$ cat src/rtl/bba_pkg.sv
package bba_pkg;

    localparam int MAX_DEPTH      = 5;
    localparam int MIN_BLOCK_LOG2 = 4;

    localparam int NODE_COUNT = (2 << MAX_DEPTH) - 1;
    localparam int NODE_W     = $clog2(NODE_COUNT);
    localparam int LVL_W      = $clog2(MAX_DEPTH + 1);
    localparam int POS_W      = MAX_DEPTH;

    localparam int CFG_W      = 3;
    localparam int REQ_W      = 2;
    localparam int SIZE_W     = 10;
    localparam int LEAF_W     = 5;
    localparam int RES_W      = 2;
    localparam int BYTES_W    = 10;
    localparam int L2_W       = 4;

    localparam int IN_TDATA_W  = ((SIZE_W + LEAF_W + 7) / 8) * 8;
    localparam int OUT_TDATA_W = ((LEAF_W + BYTES_W + 7) / 8) * 8;

    localparam logic [CFG_W-1:0] POOL_ORDER_RST = CFG_W'(4);

    typedef enum logic [1:0] {
        ST_FREE,
        ST_PARTIAL,
        ST_FULL
    } t_node_st;

    typedef enum logic [REQ_W-1:0] {
        REQ_ALLOC,
        REQ_FREE,
        REQ_QUERY
    } t_req;

    typedef enum logic [RES_W-1:0] {
        RES_OK,
        RES_NOSPACE,
        RES_BADIDX
    } t_result;

    typedef struct packed {
        logic              we;
        logic [NODE_W-1:0] waddr;
        t_node_st          wdata;
        logic [NODE_W-1:0] raddr_a;
        logic [NODE_W-1:0] raddr_b;
    } t_mem_req;

    // heap index of the node at a level and position
    function automatic logic [NODE_W-1:0] f_node_idx(input logic [LVL_W-1:0] lvl,
                                                     input logic [POS_W-1:0] pos);
        logic [NODE_W-1:0] v_base;
        v_base = (NODE_W'(1) << lvl) - NODE_W'(1);
        return v_base + NODE_W'(pos);
    endfunction

    function automatic t_node_st f_merge(input t_node_st a, input t_node_st b);
        t_node_st v_st;
        if (a == ST_FREE && b == ST_FREE) begin
            v_st = ST_FREE;
        end else if (a == ST_FULL && b == ST_FULL) begin
            v_st = ST_FULL;
        end else begin
            v_st = ST_PARTIAL;
        end
        return v_st;
    endfunction

    // log2 of the block size, rounded up, at least the minimum block
    function automatic logic [L2_W-1:0] f_size_log2(input logic [SIZE_W-1:0] v);
        logic [SIZE_W-1:0] v_m;
        logic [L2_W-1:0]   v_r;
        v_m = v - SIZE_W'(1);
        v_r = '0;
        if (v > SIZE_W'(1)) begin
            for (int i = 0; i < SIZE_W; i++) begin
                if (v_m[i]) begin
                    v_r = L2_W'(i + 1);
                end
            end
        end
        if (v_r < L2_W'(MIN_BLOCK_LOG2)) begin
            v_r = L2_W'(MIN_BLOCK_LOG2);
        end
        return v_r;
    endfunction

endpackage

$ cat src/rtl/bba_node_mem.sv
module bba_node_mem (
    input  logic               i_clk,
    input  logic               i_rst_n,
    input  bba_pkg::t_mem_req  i_req,
    output bba_pkg::t_node_st  o_rd_a,
    output bba_pkg::t_node_st  o_rd_b
);
    import bba_pkg::*;

    t_node_st              r_mem [NODE_COUNT];
    logic [NODE_COUNT-1:0] r_vld;
    t_node_st              r_rd_a;
    t_node_st              r_rd_b;
    logic                  r_rd_a_vld;
    logic                  r_rd_b_vld;

    always_ff @(posedge i_clk) begin
        if (i_req.we && i_req.waddr < NODE_W'(NODE_COUNT)) begin
            r_mem[i_req.waddr] <= i_req.wdata;
        end
        if (i_req.raddr_a < NODE_W'(NODE_COUNT)) begin
            r_rd_a <= r_mem[i_req.raddr_a];
        end
        if (i_req.raddr_b < NODE_W'(NODE_COUNT)) begin
            r_rd_b <= r_mem[i_req.raddr_b];
        end
    end

    // entries never written read as free
    always_ff @(posedge i_clk) begin
        if (!i_rst_n) begin
            r_vld      <= '0;
            r_rd_a_vld <= 1'b0;
            r_rd_b_vld <= 1'b0;
        end else begin
            if (i_req.we && i_req.waddr < NODE_W'(NODE_COUNT)) begin
                r_vld[i_req.waddr] <= 1'b1;
            end
            r_rd_a_vld <= (i_req.raddr_a < NODE_W'(NODE_COUNT)) ? r_vld[i_req.raddr_a] : 1'b0;
            r_rd_b_vld <= (i_req.raddr_b < NODE_W'(NODE_COUNT)) ? r_vld[i_req.raddr_b] : 1'b0;
        end
    end

    assign o_rd_a = r_rd_a_vld ? r_rd_a : ST_FREE;
    assign o_rd_b = r_rd_b_vld ? r_rd_b : ST_FREE;

endmodule

$ cat src/rtl/bba_ctrl.sv
module bba_ctrl (
    input  logic                             i_clk,
    input  logic                             i_rst_n,
    input  logic                             i_cfg_we,
    input  logic [bba_pkg::CFG_W-1:0]        i_cfg_wdata,
    input  logic                             i_in_valid,
    output logic                             o_in_ready,
    input  logic [bba_pkg::REQ_W-1:0]        i_req_type,
    input  logic [bba_pkg::SIZE_W-1:0]       i_size_bytes,
    input  logic [bba_pkg::LEAF_W-1:0]       i_leaf_index,
    output logic                             o_out_valid,
    input  logic                             i_out_ready,
    output logic [bba_pkg::OUT_TDATA_W-1:0]  o_out_tdata,
    output logic [bba_pkg::RES_W-1:0]        o_out_tuser,
    output bba_pkg::t_mem_req                o_mem,
    input  bba_pkg::t_node_st                i_rd_a,
    input  bba_pkg::t_node_st                i_rd_b
);
    import bba_pkg::*;

    typedef enum logic [2:0] {
        S_IDLE,
        S_DFS,
        S_ASC,
        S_FXA,
        S_FXB,
        S_UP,
        S_DONE
    } t_state;

    t_state                  r_state,     n_state;
    logic [CFG_W-1:0]        r_order,     n_order;
    logic [REQ_W-1:0]        r_req,       n_req;
    logic [LVL_W-1:0]        r_tgt,       n_tgt;
    logic [LVL_W-1:0]        r_lvl,       n_lvl;
    logic [POS_W-1:0]        r_pos,       n_pos;
    t_result                 r_res,       n_res;
    logic [LEAF_W-1:0]       r_leaf,      n_leaf;
    logic [BYTES_W-1:0]      r_bytes,     n_bytes;
    logic                    r_out_vld,   n_out_vld;
    logic [OUT_TDATA_W-1:0]  r_out_tdata, n_out_tdata;
    logic [RES_W-1:0]        r_out_tuser, n_out_tuser;

    logic [LVL_W-1:0]  w_order;
    logic [L2_W-1:0]   w_l2;
    logic [L2_W-1:0]   w_cap;
    logic [L2_W-1:0]   w_sh;
    logic [POS_W-1:0]  w_pair;

    assign w_order = (r_order > CFG_W'(MAX_DEPTH)) ? LVL_W'(MAX_DEPTH) : LVL_W'(r_order);
    assign w_l2    = f_size_log2(i_size_bytes);
    assign w_cap   = L2_W'(w_order) + L2_W'(MIN_BLOCK_LOG2);
    assign w_sh    = L2_W'(w_order) - L2_W'(r_lvl) + L2_W'(MIN_BLOCK_LOG2);
    assign w_pair  = {r_pos[POS_W-1:1], 1'b0};

    always_comb begin
        n_state     = r_state;
        n_order     = i_cfg_we ? i_cfg_wdata : r_order;
        n_req       = r_req;
        n_tgt       = r_tgt;
        n_lvl       = r_lvl;
        n_pos       = r_pos;
        n_res       = r_res;
        n_leaf      = r_leaf;
        n_bytes     = r_bytes;
        n_out_vld   = r_out_vld && !i_out_ready;
        n_out_tdata = r_out_tdata;
        n_out_tuser = r_out_tuser;
        o_mem.we    = 1'b0;
        o_mem.waddr = f_node_idx(r_lvl, r_pos);
        o_mem.wdata = ST_FREE;

        unique case (r_state)
            S_IDLE: begin
                if (i_in_valid) begin
                    n_req   = i_req_type;
                    n_leaf  = '0;
                    n_bytes = '0;
                    if (i_req_type == REQ_ALLOC) begin
                        if (w_l2 > w_cap) begin
                            n_res   = RES_NOSPACE;
                            n_state = S_DONE;
                        end else begin
                            n_tgt   = LVL_W'(w_cap - w_l2);
                            n_lvl   = '0;
                            n_pos   = '0;
                            n_state = S_DFS;
                        end
                    end else if (i_req_type == REQ_FREE || i_req_type == REQ_QUERY) begin
                        if ((LEAF_W + 1)'(i_leaf_index) >= ((LEAF_W + 1)'(1) << w_order)) begin
                            n_res   = RES_BADIDX;
                            n_state = S_DONE;
                        end else begin
                            n_lvl   = w_order;
                            n_pos   = POS_W'(i_leaf_index);
                            n_state = S_UP;
                        end
                    end else begin
                        n_res   = RES_BADIDX;
                        n_state = S_DONE;
                    end
                end
            end
            S_DFS: begin
                if (r_lvl != r_tgt && i_rd_a != ST_FULL) begin
                    n_lvl = r_lvl + LVL_W'(1);
                    n_pos = {r_pos[POS_W-2:0], 1'b0};
                end else if (r_lvl == r_tgt && i_rd_a == ST_FREE) begin
                    o_mem.we    = 1'b1;
                    o_mem.wdata = ST_FULL;
                    n_res       = RES_OK;
                    n_leaf      = LEAF_W'(r_pos << (w_order - r_tgt));
                    n_state     = (r_lvl == '0) ? S_DONE : S_FXA;
                end else if (r_lvl == '0) begin
                    n_res   = RES_NOSPACE;
                    n_state = S_DONE;
                end else if (!r_pos[0]) begin
                    n_pos = r_pos + POS_W'(1);
                end else begin
                    n_lvl   = r_lvl - LVL_W'(1);
                    n_pos   = r_pos >> 1;
                    n_state = S_ASC;
                end
            end
            S_ASC: begin
                if (r_lvl == '0) begin
                    n_res   = RES_NOSPACE;
                    n_state = S_DONE;
                end else if (!r_pos[0]) begin
                    n_pos   = r_pos + POS_W'(1);
                    n_state = S_DFS;
                end else begin
                    n_lvl = r_lvl - LVL_W'(1);
                    n_pos = r_pos >> 1;
                end
            end
            S_FXA: begin
                n_state = S_FXB;
            end
            S_FXB: begin
                o_mem.we    = 1'b1;
                o_mem.waddr = f_node_idx(r_lvl - LVL_W'(1), r_pos >> 1);
                o_mem.wdata = f_merge(i_rd_a, i_rd_b);
                n_lvl       = r_lvl - LVL_W'(1);
                n_pos       = r_pos >> 1;
                n_state     = (r_lvl == LVL_W'(1)) ? S_DONE : S_FXA;
            end
            S_UP: begin
                if (i_rd_a == ST_FULL) begin
                    n_res = RES_OK;
                    if (r_req == REQ_FREE) begin
                        o_mem.we    = 1'b1;
                        o_mem.wdata = ST_FREE;
                        n_state     = (r_lvl == '0) ? S_DONE : S_FXA;
                    end else begin
                        n_bytes = BYTES_W'(1) << w_sh;
                        n_state = S_DONE;
                    end
                end else if (r_lvl == '0) begin
                    n_res   = RES_BADIDX;
                    n_state = S_DONE;
                end else begin
                    n_lvl = r_lvl - LVL_W'(1);
                    n_pos = r_pos >> 1;
                end
            end
            S_DONE: begin
                if (!r_out_vld || i_out_ready) begin
                    n_out_vld   = 1'b1;
                    n_out_tdata = OUT_TDATA_W'({r_bytes, r_leaf});
                    n_out_tuser = r_res;
                    n_state     = S_IDLE;
                end
            end
            default: begin
                n_state = S_IDLE;
            end
        endcase

        // read port a follows the next node, except while fetching a sibling pair
        o_mem.raddr_a = (r_state == S_FXA) ? f_node_idx(r_lvl, w_pair)
                                           : f_node_idx(n_lvl, n_pos);
        o_mem.raddr_b = f_node_idx(r_lvl, w_pair | POS_W'(1));
    end

    always_ff @(posedge i_clk) begin
        if (!i_rst_n) begin
            r_state   <= S_IDLE;
            r_order   <= POOL_ORDER_RST;
            r_lvl     <= '0;
            r_pos     <= '0;
            r_out_vld <= 1'b0;
        end else begin
            r_state   <= n_state;
            r_order   <= n_order;
            r_lvl     <= n_lvl;
            r_pos     <= n_pos;
            r_out_vld <= n_out_vld;
        end
        r_req       <= n_req;
        r_tgt       <= n_tgt;
        r_res       <= n_res;
        r_leaf      <= n_leaf;
        r_bytes     <= n_bytes;
        r_out_tdata <= n_out_tdata;
        r_out_tuser <= n_out_tuser;
    end

    assign o_in_ready  = (r_state == S_IDLE);
    assign o_out_valid = r_out_vld;
    assign o_out_tdata = r_out_tdata;
    assign o_out_tuser = r_out_tuser;

endmodule

$ cat src/rtl/buddy_block_allocator_unit.sv
// channel | dir | handshake                    | payload
// s_axis  | in  | s_axis_tvalid/s_axis_tready  | tdata: size_bytes, leaf_index; tuser: req_type
// m_axis  | out | m_axis_tvalid/m_axis_tready  | tdata: block_leaf, block_bytes; tuser: status
// cfg     | in  | i_cfg_we                     | i_cfg_wdata: pool_order
//
// one request at a time; each step reads one node of the status memory, or a sibling
// pair for an ancestor rewrite; allocate: depth-first search and climbing back, then
// the ancestors rewritten; free: walk up to the full block, then the ancestors
// rewritten; query: walk up to the full block; the result is then posted
// node status clears to free at reset through per-node valid bits, no sweep
// a waiting result sits in the output register while the next request is taken
module buddy_block_allocator_unit (
    input  logic                             i_clk,
    input  logic                             i_rst_n,
    input  logic                             i_cfg_we,
    input  logic [bba_pkg::CFG_W-1:0]        i_cfg_wdata,
    input  logic                             s_axis_tvalid,
    output logic                             s_axis_tready,
    input  logic [bba_pkg::IN_TDATA_W-1:0]   s_axis_tdata,   // size_bytes, leaf_index
    input  logic [bba_pkg::REQ_W-1:0]        s_axis_tuser,   // req_type
    output logic                             m_axis_tvalid,
    input  logic                             m_axis_tready,
    output logic [bba_pkg::OUT_TDATA_W-1:0]  m_axis_tdata,   // block_leaf, block_bytes
    output logic [bba_pkg::RES_W-1:0]        m_axis_tuser    // result_status
);
    import bba_pkg::*;

    t_mem_req  w_mem;
    t_node_st  w_rd_a;
    t_node_st  w_rd_b;

    bba_ctrl u_ctrl (
        .i_clk        (i_clk),
        .i_rst_n      (i_rst_n),
        .i_cfg_we     (i_cfg_we),
        .i_cfg_wdata  (i_cfg_wdata),
        .i_in_valid   (s_axis_tvalid),
        .o_in_ready   (s_axis_tready),
        .i_req_type   (s_axis_tuser),
        .i_size_bytes (s_axis_tdata[SIZE_W-1:0]),
        .i_leaf_index (s_axis_tdata[SIZE_W+LEAF_W-1:SIZE_W]),
        .o_out_valid  (m_axis_tvalid),
        .i_out_ready  (m_axis_tready),
        .o_out_tdata  (m_axis_tdata),
        .o_out_tuser  (m_axis_tuser),
        .o_mem        (w_mem),
        .i_rd_a       (w_rd_a),
        .i_rd_b       (w_rd_b)
    );

    bba_node_mem u_mem (
        .i_clk   (i_clk),
        .i_rst_n (i_rst_n),
        .i_req   (w_mem),
        .o_rd_a  (w_rd_a),
        .o_rd_b  (w_rd_b)
    );

endmodule

$ cat config.mk
export PLATFORM = sky130hd
export DESIGN_NAME = buddy_block_allocator_unit
export DESIGN_NICKNAME = d
export VERILOG_FILES = /design/src/rtl/bba_pkg.sv /design/src/rtl/bba_node_mem.sv /design/src/rtl/bba_ctrl.sv /design/src/rtl/buddy_block_allocator_unit.sv
export SDC_FILE = /design/constraint.sdc
export NUM_CORES = 1
export LEC_CHECK = 0
export BUFFER_PORTS_ARGS = -buffer_cell sky130_fd_sc_hd__buf_2
export CORE_UTILIZATION = 44
export DETAILED_ROUTE_END_ITERATION = 12
export GPL_ROUTABILITY_DRIVEN = 0
export GPL_TIMING_DRIVEN = 1
export PLACE_DENSITY = 0.59
export SLEW_MARGIN = 20
export SYNTH_ARGS = -nofsm -noshare
export SYNTH_HDL_FRONTEND = slang
export SYNTH_HIERARCHICAL = 1
export SYNTH_SLANG_ARGS = --single-unit
$ cat constraint.sdc
create_clock -name i_clk -period 17.6 [get_ports i_clk]
set_clock_uncertainty 0.05 [all_clocks]
set_input_delay 1.76 -clock i_clk [delete_from_list [all_inputs] [get_ports i_clk]]
set_output_delay 1.76 -clock i_clk [all_outputs]
set_load 0.005 [all_outputs]
==> results of run 1 <==
## worst max-delay path by stage
stage                    startpoint                         to  slack (ps)  cells after the start
global route        s_axis_tdata[1]  u_mem/r_rd_a[1]$_DFFE_PN_        8250                     30
CTS                 s_axis_tdata[1]  u_mem/r_rd_a[1]$_DFFE_PN_        8810                     30
global placement    s_axis_tdata[1]  u_mem/r_rd_a[1]$_DFFE_PN_        8270                     30
finish              s_axis_tdata[1]  u_mem/r_rd_a[1]$_DFFE_PN_        8770                     30
detailed placement  s_axis_tdata[1]  u_mem/r_rd_a[1]$_DFFE_PN_        8270                     30
floorplan           s_axis_tdata[1]  u_mem/r_rd_a[1]$_DFFE_PN_        9440                     29
## registers in the layout (all words and copies together), names as in the netlist, 3 cells and up
register / count
u_mem/r_mem: 126
u_mem/r_vld: 63
u_ctrl/o_out_tdata: 15
u_ctrl/r_bytes: 10
u_ctrl/r_leaf: 5
u_ctrl/r_pos: 5
u_ctrl/r_lvl: 3
u_ctrl/r_order: 3
u_ctrl/r_state: 3
u_ctrl/r_tgt: 3
## logic make-up after synthesis
logic type | count (synthesis)
buffers and inverters | 130
and+or+nand+nor | 337
AOI/OAI and AO/OA | 259
muxes | 123
xor gates and xnor gates | 34
other | 1
adders and majority gates | 58
DFF | 249
## per-layer routing
metal | vias up | GRT usage (%) | share of wire, %
li1 | 4542 | - | -
met1 | 4858 | 29.1 | 43
met2 | 329 | 38.0 | 48
met3 | 64 | 3.10 | 5.1
met4 | 0 | 7.22 | 3.1
met5 | - | 0 | 0
## through the flow
step / setup WS [ps] / util [%] / area (sq um) / instances
2_1_floorplan: 9440 / - / 14200 / 1191
4_1_cts: 8810 / 49.1 / 15500 / 1625
5_1_grt: 8250 / 49.1 / 15500 / 1625
3_3_place_gp: 8270 / 46.2 / 14600 / 1575
6_report: 8770 / 49.1 / 15500 / 1625
3_5_place_dp: 8270 / 46.2 / 14600 / 1575
## cells in the mapped netlist (all sizes together), types with 17 or more instances
| library cell | number |
|---|---|
| buf | 33 |
| mux4 | 83 |
| nor2 | 111 |
| dfxtp | 80 |
| a21oi | 41 |
| o21a | 65 |
| mux2i | 37 |
| nand2b | 21 |
| xnor2 | 18 |
| nor2b | 23 |
| o21ai | 32 |
| nand3 | 18 |
| ha | 51 |
| edfxtp | 169 |
| nor3 | 17 |
| a22oi | 18 |
| nand2 | 80 |
| clkbuf | 41 |
| inv | 56 |
## final cells by class
cell class / count / area [sq um] / area share (%)
flip-flops and latches: 249 / 6680 / 43.0
multi-input cells: 812 / 6920 / 44.6
repair buffers: 56 / 313 / 2.01
well taps: 402 / 503 / 3.24
clock buffers: 30 / 687 / 4.42
clock inverters: 20 / 216 / 1.39
inverters: 56 / 211 / 1.36
## worst register-to-register path, cell delays in order, from the launching register on
cell       delay, ps
dfxtp_1          570
inv_1            230
ha_1             350
nand2b_1         530
clkinv_2         810
o21ai_1          390
nand3_1          230
o21ai_0          210
nor3_1            70
a2bb2oi_1        250
nand3b_1         250
ha_1             290
inv_1             60
ha_1             160
inv_1             60
fa_1             390
inv_1             70
a21o_1           110
a21oi_1           70
xnor2_1          140
or4b_1           480
a31oi_1          720
nand2_1          220
a311oi_1         390
or3_1            180
## layout by cell type (no fill, tap or decap), types with 11 or more instances in the layout
cell type  synthesis  routed
buf_2             13      43
xnor2_1           18      15
buf_4              9      13
nor2b_1           23      23
nor2_1           111     110
o21a_1            65      65
or3_1             12      12
a31oi_1           11      11
a21oi_1           41      40
mux4_2            74      74
edfxtp_1         169     169
dfxtp_1           80      80
nand3_1           18      18
clkbuf_16          0      27
inv_1             55      55
mux2i_1           37      37
o21ai_0           30      30
nand2b_1          21      21
ha_1              51      51
xor2_1            15      15
nand2_1           80      79
nor3_1            16      16
a22oi_1           17      17
==> flow_metrics.py, run 1 <==
metrics = {
    "place": {
        "hpwl_um": 24700,
        "io_buffers": 43,
    },
    "outcome": {
        "outcome": "finished, final reports clean",
    },
    "critical_path": {
        "reg2reg_from": "u_ctrl/r_lvl[1]$_SDFF_PN0_",
        "regToRegSetupSlack_ps": 10220,
        "crit_type": "input port to flip-flop",
        "r2r_cells": 24,
        "cp-start-kind": "input port",
        "worstPathMaxFanout": 7,
        "path_delay_family": "compound AO/OA/AOI/OAI gates",
        "crit_required_ps": 17980,
        "r2r-end": "u_mem/r_rd_a[1]$_DFFE_PN_",
        "crit_path_end_kind": "flip-flop",
        "crit_arrival_ps": 9220,
        "worst-path-buf-inv": 5,
        "slowest_delay_ps": 720,
        "crit_slowest_cell": "a31oi_1",
    },
    "synth": {
        "syn_inst": 1191,
        "syn-num-nets": 1275,
        "yosys.area.top_type": "edfxtp_1",
        "synth_edf_count": 169,
        "ys_types": 79,
        "yosysTopAreaCellShare_pct": 35.9,
        "synthMuxAreaShare_pct": 16.3,
        "synth-simple-area-share_pct": 11.7,
        "syn_area_per_cell_sq_um": 11.9,
        "synth_compound_area_share_pct": 12.9,
        "synth_fa_ha_area_share_pct": 5.50,
        "ys.flop_type": "edfxtp_1",
        "synth_area_sq_um": 14200,
        "synth_top_family_by_area": "multiplexers",
        "async_flop_share_pct": 0,
        "yosys.area_share.xor_xnor_pct": 2.16,
        "yosysWarningCount": 6,
        "ys_seq_area_share_pct": 47.2,
        "ys_seq_elements": 249,
        "synth.area.top_cells": "edfxtp_1, mux4_2, dfxtp_1, ha_1, o21a_1",
    },
    "clocking": {
        "clk_path_buf_depth": 3,
        "cts_setup_buffers": 0,
        "clkTransAtPathRegs_ps": 70,
        "clock-sinks": 249,
        "numCtsBuffers": 27,
        "cts_root_buf": "clkbuf_16",
        "postCtsHoldBufs": 0,
        "h-tree-depth": 1,
        "post_cts_resized": 0,
        "clk_latency_ps": 560,
        "cts_tree": "yes",
    },
    "global_routing": {
        "grt_usage_pct": 22.2,
        "grt_max_degree": 79,
        "grt_pass1_vias": 9710,
        "overflow": 0,
        "grt_first_pass_wirelength_um": 56100,
        "antenna_found_initial": 0,
    },
    "run": {
        "max-cap-violations": 0,
    },
    "layout": {
        "final_net_count": 1286,
        "fillers": 2813,
        "area_growth_pct": 9.75,
        "diodes": 0,
        "layout-drive-gt1-share_pct": 15.9,
    },
    "sta": {
        "tightestPinTransition_ps": 1080,
        "timing.setup.tns_ps": 0,
        "fin_hold_ws_ps": 366,
        "period_needed_ps": 8830,
        "hold_viol": 0,
        "fmax_mhz": 113,
        "slew_headroom_pct": 26.9,
        "slew_violations": 0,
        "rsz0062_at_grt": "false",
        "setup_viol": 0,
        "final.period_utilization_pct": 50.2,
    },
    "hold_path": {
        "whs_endpoint": "u_ctrl/o_out_tdata[3]$_DFFE_PP_",
        "hp-class": "flip-flop to flip-flop",
        "whs_path_depth": 0,
        "hold_path_startpoint": "u_ctrl/r_leaf[3]$_SDFFCE_PP0P_",
    },
    "detailed_routing": {
        "route.detailed.drc": 0,
        "vias_per_cell": 6.03,
        "drt_iter0_markers": 772,
        "wl_per_cell_um": 22.0,
        "vias": 9793,
        "totalWireLength_um": 35700,
        "first_pass_iters": 5,
        "postRouteAntennaNets": 0,
    },
    "floorplan": {
        "start_util_pct": 44.7,
        "die_y_um": 181,
        "dieArea_sq_um": 32900,
        "coreArea_sq_um": 31600,
        "rows": 65,
        "ios": 46,
        "die_w_um": 181,
    },
}
Power of run 1 is left out: the tool's default activity adds up to more than one toggle a clock period on the data nets, which glitch-free logic cannot reach.
==> run 2, diff against run 1 <==
PLACE_DENSITY = 0.61   (was 0.59)
clock period = 7.2 ns   (was 17.6 ns; I/O delays follow)
==> run 2 against run 1 <==
Via count rose by 3.1%. Count of clock-buffer cells in the layout rose by 8. Cell area rose by 3.3%. Flip-flop and latch count did not move. Critical path depth rose by 2. Sequential share of layout area fell by 1.4 points. Register-to-register slack got worse by 9100 ps. Final cell count rose by 3.4%. Utilization rose by 1.6 points. Worst hold slack got worse by 62 ps. Setup slack got worse by 8400 ps. Global-route usage rose by 0.41 points.
==> flow_metrics.py, run 2 (synthesis gave the netlist of run 1 again) <==
metrics = {
    "clocking": {
        "clkTransAtPathRegs_ps": 70,
        "h-tree-depth": 1,
        "clk_path_buf_depth": 3,
        "postCtsHoldBufs": 0,
        "cts_tree": "yes",
        "clock-sinks": 249,
        "cts_root_buf": "clkbuf_16",
        "clk_latency_ps": 570,
        "numCtsBuffers": 28,
    },
    "outcome": {
        "outcome": "finished, final reports clean",
    },
    "layout": {
        "final_net_count": 1341,
        "largest_register_ffs": 126,
        "area_growth_pct": 13.4,
        "regMostFlops": "u_mem/r_mem",
        "postLayoutCellArea_sq_um": 16000,
        "fin_util_pct": 50.7,
        "mostFrequentLayoutCells": "edfxtp_1, nor2_1, dfxtp_1",
        "diodes": 0,
        "final_common_cell": "edfxtp_1",
        "layout-drive-gt1-share_pct": 19.9,
    },
    "critical_path": {
        "r2r_cells": 23,
        "crit_arrival_ps": 7080,
        "slowest_delay_ps": 500,
        "crit_type": "input port to flip-flop",
        "crit_slowest_cell": "or4b_1",
        "worstPathMaxFanout": 7,
        "cp-start-kind": "input port",
        "crit_path_end_kind": "flip-flop",
        "crit_required_ps": 7470,
    },
    "floorplan": {
        "ios": 46,
        "coreArea_sq_um": 31600,
        "dieArea_sq_um": 32900,
        "start_util_pct": 44.7,
        "rows": 65,
        "die_y_um": 181,
        "die_w_um": 181,
    },
    "sta": {
        "worst_slack_ps": 396,
        "tightestPinTransition_ps": 1040,
        "setup_viol": 0,
        "fmax_mhz": 147,
        "slew_headroom_pct": 29.9,
        "hold_viol": 0,
        "timing.setup.tns_ps": 0,
        "slew_violations": 0,
        "final.period_utilization_pct": 94.5,
        "period_needed_ps": 6800,
    },
    "global_routing": {
        "antenna_found_initial": 0,
        "overflow": 0,
        "grt_first_pass_wirelength_um": 57300,
        "grt_max_degree": 83,
        "grt_usage_pct": 22.7,
        "grt_pass1_vias": 9980,
    },
    "place": {
        "hpwl_um": 25600,
        "place_ws_ps": -296,
        "place_area_sq_um": 15100,
        "io_buffers": 43,
    },
    "detailed_routing": {
        "route.detailed.drc": 0,
        "first_pass_iters": 5,
        "wl_per_cell_um": 21.8,
        "vias": 10094,
        "drt_iter0_markers": 821,
        "totalWireLength_um": 36600,
        "vias_per_cell": 6.00,
        "postRouteAntennaNets": 0,
    },
    "hold_path": {
        "hp-class": "input port to flip-flop",
        "whs_path_depth": 1,
    },
    "run": {
        "max-cap-violations": 0,
    },
}
-- run 2: worst max-delay path, delay by kind of cell --
family / cells / cell delay [ps]
simple gates: 8 / 2340
compound gates: 10 / 1710
fa+ha+maj: 4 / 1130
buf+inv: 8 / 840
xor+xnor: 2 / 320
-- run 2: routing by layer --
metal / track usage (%) / vias up / wire [um]
met2: 37.2 / 354 / 17300
li1: - / 4662 / -
met4: 9.49 / 0 / 1580
met1: 30.4 / 4986 / 15700
met5: 0 / - / 0
met3: 2.68 / 92 / 1950
-- run 2: metrics by stage --
step / hold slack, ps / std cells
2_1_floorplan: 350 / 1191
3_3_place_gp: 351 / 1629
3_5_place_dp: 355 / 1629
4_1_cts: 284 / 1681
5_1_grt: 298 / 1681
6_report: 304 / 1681
-- run 2: area by class of cell --
class	count	area, sq um
fillers	2800	15600
multi-input cells	812	6940
flip-flops and latches	249	6680
clock buffers	38	798
repair buffers	110	756
well taps	402	503
inverters	56	211
clock inverters	14	156
-- run 2: path summary, 6_finish.rpt --
check	start	to	slack, ps
worst min-delay path	s_axis_tuser[1]	u_ctrl/r_req[1]$_DFFE_PP_	300
worst max-delay path	s_axis_tdata[1]	u_mem/r_rd_a[1]$_DFFE_PN_	400
worst min register to register	u_ctrl/r_leaf[1]$_SDFFCE_PP0P_	u_ctrl/o_out_tdata[1]$_DFFE_PP_	370
worst max register to register	u_ctrl/r_order[1]$_SDFFE_PN0P_	u_mem/r_rd_a[1]$_DFFE_PN_	1100
-- run 2: timing repair --
item                       CTS  global route
resized for setup            0             5
setup buffers                0             0
setup endpoints to repair    0             5
Power of run 2 is left out for the same reason.
